### config.mk
export PLATFORM = sky130hd
export DESIGN_NAME = crbc_gen
export DESIGN_NICKNAME = d
export VERILOG_FILES = /design/src/hw/rtl/assert_macros.svh /design/src/hw/rtl/crbc_pkg.sv /design/src/hw/rtl/crbc_gen.sv
export SDC_FILE = /design/constraint.sdc
export NUM_CORES = 1
export LEC_CHECK = 0
export BUFFER_PORTS_ARGS = -buffer_cell sky130_fd_sc_hd__buf_2
export CORE_ASPECT_RATIO = 1.2
export CORE_UTILIZATION = 59
export DETAILED_ROUTE_END_ITERATION = 8
export HOLD_SLACK_MARGIN = 0.06
export PLACE_DENSITY = 0.79
export SLEW_MARGIN = 20
export SYNTH_ARGS = -nofsm -noshare
export SYNTH_HDL_FRONTEND = slang
export SYNTH_SLANG_ARGS = --single-unit
### constraint.sdc
create_clock -name clk_i -period 3 [get_ports clk_i]
set_input_delay 0.6 -clock clk_i [delete_from_list [all_inputs] [get_ports clk_i]]
set_output_delay 0.6 -clock clk_i [all_outputs]
set_load 0.03 [all_outputs]
### src/hw/rtl/assert_macros.svh
// Assertion helpers shared by the RTL. Each use clocks on clk_i and is
// switched off while rst_ni is low.
`ifndef ASSERT_MACROS_SVH
`define ASSERT_MACROS_SVH

// The consequent must hold in the same cycle as the antecedent.
`define ASSERT_IMPLIES(label, ante, cons, msg) \
  label: assert property (@(posedge clk_i) disable iff (!rst_ni) (ante) |-> (cons)) \
    else $error(msg);

// The consequent must hold in the cycle after the antecedent.
`define ASSERT_NEXT(label, ante, cons, msg) \
  label: assert property (@(posedge clk_i) disable iff (!rst_ni) (ante) |=> (cons)) \
    else $error(msg);

`endif

### src/hw/rtl/crbc_pkg.sv
`default_nettype none

package crbc_pkg;

  localparam int unsigned ByteW        = 8;
  localparam int unsigned SeedW        = 32;
  localparam int unsigned RotorEntries = 256;
  localparam int unsigned RotorAddrW   = $clog2(RotorEntries);
  localparam int unsigned GenLength    = 15;
  localparam int unsigned SeedBytes    = SeedW / ByteW;

  // Generator taps in the rotating view, where position 0 is the entry about to be updated.
  localparam int unsigned TapA = 9;
  localparam int unsigned TapB = 14;

  // Generator contents on a start; the first four bytes are replaced by the seed.
  localparam logic [ByteW-1:0] GenInit [GenLength] = '{
    8'd0, 8'd0, 8'd0, 8'd0, 8'd56, 8'd34, 8'd199, 8'd77,
    8'd245, 8'd252, 8'd17, 8'd184, 8'd130, 8'd215, 8'd102
  };

  localparam logic [ByteW-1:0] ByteMax = 8'hff;

  // Configuration register indexes.
  localparam logic CfgSeed = 1'b0;
  localparam logic CfgMode = 1'b1;

  typedef enum logic [2:0] {
    StIdle,
    StFill,
    StSwapJ,
    StSwapK,
    StInv,
    StDrain,
    StRead,
    StResult
  } state_e;

  typedef struct packed {
    logic load;
    logic step;
  } gen_ctrl_t;

endpackage

`default_nettype wire

### src/hw/rtl/crbc_gen.sv
`default_nettype none

// Additive lagged generator kept as a rotating register, so that the entry
// being updated and both of its lags always sit at fixed positions.
module crbc_gen (
  input  wire logic                       clk_i,
  input  wire crbc_pkg::gen_ctrl_t        ctrl_i,
  input  wire logic [crbc_pkg::SeedW-1:0] seed_i,
  output logic      [crbc_pkg::ByteW-1:0] value_o
);

  logic [crbc_pkg::ByteW-1:0] buf_q [crbc_pkg::GenLength];
  logic [crbc_pkg::ByteW-1:0] buf_d [crbc_pkg::GenLength];
  logic [crbc_pkg::ByteW-1:0] load_val [crbc_pkg::GenLength];

  assign value_o = buf_q[0] + buf_q[crbc_pkg::TapA] + buf_q[crbc_pkg::TapB];

  // Position k holds generator entry k-1; position 0 holds the last entry.
  always_comb begin
    int src;
    for (int k = 0; k < crbc_pkg::GenLength; k++) begin
      src = (k == 0) ? crbc_pkg::GenLength - 1 : k - 1;
      if (src < crbc_pkg::SeedBytes) begin
        load_val[k] = seed_i[crbc_pkg::ByteW*src +: crbc_pkg::ByteW];
      end else begin
        load_val[k] = crbc_pkg::GenInit[src];
      end
    end
  end

  always_comb begin
    buf_d = buf_q;
    if (ctrl_i.load) begin
      buf_d = load_val;
    end else if (ctrl_i.step) begin
      buf_d[0] = buf_q[crbc_pkg::GenLength-1];
      buf_d[1] = value_o;
      for (int k = 2; k < crbc_pkg::GenLength; k++) begin
        buf_d[k] = buf_q[k-1];
      end
    end
  end

  always_ff @(posedge clk_i) begin
    buf_q <= buf_d;
  end

endmodule

`default_nettype wire

==> impl_metrics.ini, run 1 <==
[drt]
route.detailed.drc = 0
ant_nets = 0
wl_per_cell_um = 18.91
routed_via_density = 5.868
routed_wl_mm = 10.78
via_count = 3345
dr.pass1.iters = 7
drtIter0Drc = 242

[sta]
setup_viol = 6
slew_viol_final = 0
fmax_ghz = 0.2948
grt_setup_unrepaired = yes
finalCritPeriodShare_pct = 113.1
relSlewSlack_pct = 49.92
tightest_slew_ps = 751.2
postLayoutSetupSlackWorst_ps = -391.6
hold_viol_final = 0
period_needed_ps = 3392
fin_worst_skew_ps = 5.879

[clocking]
h-tree-depth = 4
cts_root_buf = clkbuf_8
cts.path.max_buffers = 2
clk_pin_slew_ps = 60
cts_tree = built
insertion_delay_ps = 510
cts_num_sinks = 120
cts_inserted_buffers = 17
postCtsHoldBufs = 0

[logic_synthesis]
synth_ff_type = dfxtp_1
synth_area_leader_cell = dfxtp_1
yosysWarnings = 0
synth_top_area_share_pct = 36.10
synth_nets = 463
synth_most_common_cell = dfxtp_1
synth_edf_count = 32
ys_types = 33
synthTopCellsByCount = dfxtp_1 (88), nor2b_1 (46), nor2_1 (45)
synth_area_um2 = 4880
netlist_top_cells_area = dfxtp_1 (36%), edfxtp_1 (20%), mux2i_1 (9.0%), a211o_1 (7.9%), nor2b_1 (5.9%)
synthCells = 414
async_flop_share_pct = 0
ys_seq_area_share_pct = 55.79
synth_seq_cells = 120
avgSynthCellArea_um2 = 11.79

[outcome]
violations = setup timing
status = finished, violations left

[min_path]
hold_path_class = input pin to flop
whs_endpoint = buf_q[104]
min_path_cells = 3
hp-start = seed_i[0]

[finish]
largest_reg_flops = 120
final_cell_area_um2 = 6011
regMostFlops = buf_q
reg.largest.list = buf_q: 120 flops
syn_to_final_growth_pct = 23.18
multi_input_area_um2 = 2122
nets = 514
regArea_um2 = 2730
diodes = 0
drive_above_1_share_pct = 25.73
fill_cells = 439

[place]
placed_area_um2 = 5100
dp_hpwl_mm = 5.232
finalWeightedCongestion = 0.7371
dpl_worst_slack_ps = 65.44
portBuffers = 42

[global_routing]
top_usage_layer = met2
global_route.usage.met2_pct = 43.05
grt_max_degree = 137
grt_usage_pct = 24.70
grt_pass1_vias = 3304
grt_antenna_before_repair = 0
grt_first_pass_wirelength_mm = 15.97
met3_usage_pct = 7.905
use_met1_pct = 27.59
grt_overflow = 0

[die]
io_pins = 43
coreArea_um2 = 7839
start_util_pct = 62.25
die_w_um = 85.02
row_count = 35
die_area_um2 = 8640
die_h_um = 101.6

[worst_setup_path]
r2r_cells = 15
r2r_end = buf_q[111]
r2r_slack_ps = -160
crit_path_end_kind = primary output
cp.required_ps = 2400
worstPathArrival_ps = 2790
start_kind = flop
timing.rr.start = buf_q[1]
slowest_delay_ps = 550
path_max_fanout = 3
crit_path_top_delay_cell = fa_1
cp_cell_sequence = fa_1, ha_2, inv_2, fa_2, nand2b_4, a21boi_2, or3_4, and2_4, buf_6
path_class = flop to primary output

[power]
ir_drop_uv = 559.0
p_per_area_nw_per_um2 = 795.8
p_leak_uw = 0.002585

[job]
cap_violations = 0
## timing repair
action	in CTS	in global routing
gates resized for setup	25	29
setup buffers	12	8
setup endpoints to repair	6	7
pin swaps	9	19
## through the flow
step	power (µW)	hold slack, ps	std cells	setup TNS, ps	util, %
finish	4784	388.0	570	-1294	76.68
global route	4933	370.3	570	-1589	76.68
CTS	4571	367.3	563	-1294	74.51
detailed placement	2498	441.4	519	0	65.06
global placement	2479	436.4	519	0	65.06
floorplan	2338	431.4	414	0	-
## layer usage
| layer | vias up | share of wire (%) | wire, µm |
|---|---|---|---|
| met3 | 29 | 4.7 | 504 |
| met4 | 0 | 3.0 | 323 |
| met1 | 1613 | 39 | 4168 |
| met5 | - | 0 | 0 |
| met2 | 122 | 54 | 5779 |
| li1 | 1581 | - | - |
## how the worst max path moves through the flow
stage | from | to
after global placement | buf_q[1] | value_o[5]
after detailed placement | buf_q[1] | value_o[5]
after CTS | buf_q[41] | value_o[7]
final | buf_q[1] | value_o[5]
after global routing | buf_q[1] | value_o[5]
after floorplan | buf_q[1] | value_o[5]
## power breakdown
group | leakage (µW) | switching [µW] | internal (µW)
combinational | 0.00124 | 488 | 461
sequential | 0.00107 | 68.2 | 1800
clock | 0.000275 | 712 | 1250
total | 0.00258 | 1270 | 3520
## worst max-delay path: cells and delay by family, from the launching register on
kind            cells  cell delay, ps
buf+inv             2             160
fa+ha+maj           3            1100
flops               1             330
simple gates        3             500
compound gates      1             200
## cell type report
cell class                      instances  area share (%)
Timing Repair Buffer                   64           7.410
Inverter                                6          0.3747
Clock buffer                           18           6.953
Tap cell                               92           1.915
Clock inverter                         14           2.623
Sequential cell                       120           45.42
Multi-Input combinational cell        256           35.30
## kinds of logic (layout without fill, tap and decap cells)
kind of cell | count (synthesis) | after routing | share of synthesized area [%]
AOI/OAI and AO/OA | 88 | 88 | 15.08
and+or+nand+nor | 104 | 104 | 10.72
DFF | 120 | 120 | 55.79
xor gates and xnor gates | 6 | 6 | 1.077
adders and majority gates | 14 | 14 | 4.820
muxes | 44 | 44 | 9.026
buffers and inverters | 38 | 102 | 3.487
## placed cells by master (no fill, tap or decap), types with 3 or more instances in the layout
cell,instances
a211o_1,44
buf_6,10
nand2_1,6
o21ai_0,3
clkinvlp_4,3
nor2_1,45
a22o_1,26
clkbuf_16,16
mux2i_1,44
dfxtp_1,82
fa_1,6
buf_4,19
ha_4,3
edfxtp_1,32
clkinv_2,4
nor2b_1,45
buf_2,34
inv_1,4
dfxtp_2,6
xor2_1,3
bufinv_16,3
(Power assumes the default switching activity.)
==> run 2, diff against run 1 <==
--- a/config.mk
+++ b/config.mk
@@ -5,6 +5,7 @@
 export SDC_FILE = /design/constraint.sdc
 export NUM_CORES = 1
 export LEC_CHECK = 0
+export ABC_CLOCK_PERIOD_IN_PS = 3880
 export BUFFER_PORTS_ARGS = -buffer_cell sky130_fd_sc_hd__buf_2
 export CORE_ASPECT_RATIO = 1.2
 export CORE_UTILIZATION = 59
==> constraint.sdc (replaced) <==
create_clock -name clk_i -period 3.88 [get_ports clk_i]
set_input_delay 0.776 -clock clk_i [delete_from_list [all_inputs] [get_ports clk_i]]
set_output_delay 0.776 -clock clk_i [all_outputs]
set_load 0.03 [all_outputs]
==> run 2 against run 1 <==
The run now ends clean. Clock skew increased by 5.9 ps. Core utilization decreased by 4.8 points. Non-clock buffer count decreased by 18. Critical path depth unchanged. Clock power decreased by 28%. Register-to-register slack improved by 1500 ps. Routed wire length decreased by 21%. Worst setup slack improved by 600 ps. Sequential cell count unchanged. Sequential power decreased by 23%. Hold slack improved by 66 ps. Highest routed layer unchanged.
==> impl_metrics.ini, run 2 (synthesis gave the netlist of run 1 again) <==
[outcome]
status = completed

[place]
dp_cells = 520
dp_hpwl_mm = 5.156
finalWeightedCongestion = 0.7743
portBuffers = 42

[finish]
mostFrequentLayoutCell = dfxtp_1
nets = 496
diodes = 0
largest_reg_flops = 120
syn_to_final_growth_pct = 15.54
regMostFlops = buf_q
drive_above_1_share_pct = 17.39
final_util_pct = 71.92
final_cell_mix = dfxtp_1 (88), nor2b_1 (45), nor2_1 (45), a211o_1 (44), mux2i_1 (44)
fin_cells = 552
reg.largest.list = buf_q: 120 flops

[global_routing]
grt_first_pass_wirelength_mm = 14.18
grt_overflow = 0
grt_max_degree = 69
grt_usage_pct = 21.82
grt_pass1_vias = 2969
grt_antenna_before_repair = 0

[sta]
period_needed_ps = 3675
tightest_slew_ps = 723.5
hold_viol_final = 0
relSlewSlack_pct = 51.77
fmax_ghz = 0.2721
fin_worst_skew_ps = 11.75
timing.setup.tns_ps = 0
finalCritPeriodShare_pct = 94.71
setup_viol = 0
grt_setup_unrepaired = no
slew_viol_final = 0

[worst_setup_path]
start_kind = flop
path_common_cell = fa_1
timing.rr.start = buf_q[1]
path_class = flop to primary output
crit_path_end_kind = primary output
path_depth = 9
path_max_fanout = 3
cp.required_ps = 3100
r2r_cells = 8
slowest_delay_ps = 550
crit_family = adder cells
r2r_end = buf_q[109]
worstPathArrival_ps = 2900
r2r_slack_ps = 1330
crit_path_top_delay_cell = fa_1
path_buf_inv = 2
cp_cell_sequence = fa_1, ha_1, inv_1, fa_1, nand2b_1, a21boi_0, or3_1, and2_1, buf_2

[drt]
dr.pass1.iters = 4
route.detailed.drc = 0
routed_via_density = 5.594
drtIter0Drc = 154
ant_nets = 0
via_count = 3088
wl_per_cell_um = 15.36
routed_wl_mm = 8.476

[power]
switchingPower_uw = 887.0
p_leak_uw = 0.002439
seqPwrFrac_pct = 43.4
clock_power_share_pct = 42.5
power.total_uw = 3321
p_int_uw = 2434
switching_share_pct = 26.71
p_comb_share_pct = 14.1
ir_drop_uv = 412.6
p_per_area_nw_per_um2 = 589.0

[clocking]
cts.path.max_buffers = 2
clk_pin_slew_ps = 60
h-tree-depth = 4
postCtsHoldBufs = 0
insertion_delay_ps = 520
cts_num_sinks = 120
cts_tree = built
post_cts_buffers = 0
cts_inserted_buffers = 17
cts_resized = 0
cts_root_buf = clkbuf_8

[die]
coreArea_um2 = 7839
die_area_um2 = 8640
start_util_pct = 62.25
row_count = 35
die_w_um = 85.02
die_h_um = 101.6
io_pins = 43

[min_path]
hold_path_class = flop to flop
min_path_cells = 1
hp-start = buf_q[84]
whs_endpoint = buf_q[76]

[job]
cap_violations = 0
-- run 2: changes by cell type in the layout (fill, tap and decap cells not counted), sizes merged --
cell,previous run,this run
buf,64,46
bufinv,3,1
clkinvlp,3,2
inv,6,9
-- run 2: power groups by stage --
stage | combinational, µW | clock, µW | sequential [µW]
CTS | 471 | 1430 | 1440
global route | 516 | 1490 | 1450
finish | 470 | 1410 | 1440
floorplan | 358 | 0 | 1450
detailed placement | 462 | 0 | 1470
global placement | 455 | 0 | 1460
-- run 2: final cells by class --
class	instances	area, µm²
clock buffers	18	417.9
clock inverters	14	125.1
fillers	526	2201
inverters	6	22.52
multi-input cells	256	1989
flip-flops and latches	120	2723
well taps	92	115.1
repair buffers	46	245.2
-- run 2: worst max path at each step --
stage / startpoint / end
6_report: buf_q[1] / value_o[5]
4_1_cts: buf_q[1] / value_o[5]
3_5_place_dp: buf_q[1] / value_o[5]
2_1_floorplan: buf_q[1] / value_o[5]
5_1_grt: buf_q[1] / value_o[5]
3_3_place_gp: buf_q[1] / value_o[5]
-- run 2: stage by stage --
step / hold WS (ps) / worst slack, ps / area, µm²
2_1_floorplan: 431.4 / 923.7 / 4880
3_3_place_gp: 438.6 / 804.6 / 5095
3_5_place_dp: 442.7 / 749.4 / 5095
4_1_cts: 457.5 / 175.4 / 5638
5_1_grt: 476.1 / 31.07 / 5638
6_report: 454.5 / 205.2 / 5638
-- run 2: metal layers --
| layer | vias to the layer above | part of all wire [%] | GRT usage, % |
|---|---|---|---|
| li1 | 1547 | - | - |
| met1 | 1472 | 45 | 27.36 |
| met2 | 58 | 50 | 34.93 |
| met3 | 11 | 4.2 | 7.009 |
| met4 | 0 | 1.2 | 9.387 |
| met5 | - | 0 | 0 |
-- run 2: worst reg2reg max path, cell delays in order, from the launching register on --
cell	delay [ps]
dfxtp_1	330
fa_1	550
ha_1	180
inv_1	60
fa_1	410
nand2b_1	180
a21boi_0	210
o21ai_0	120
a32o_1	260
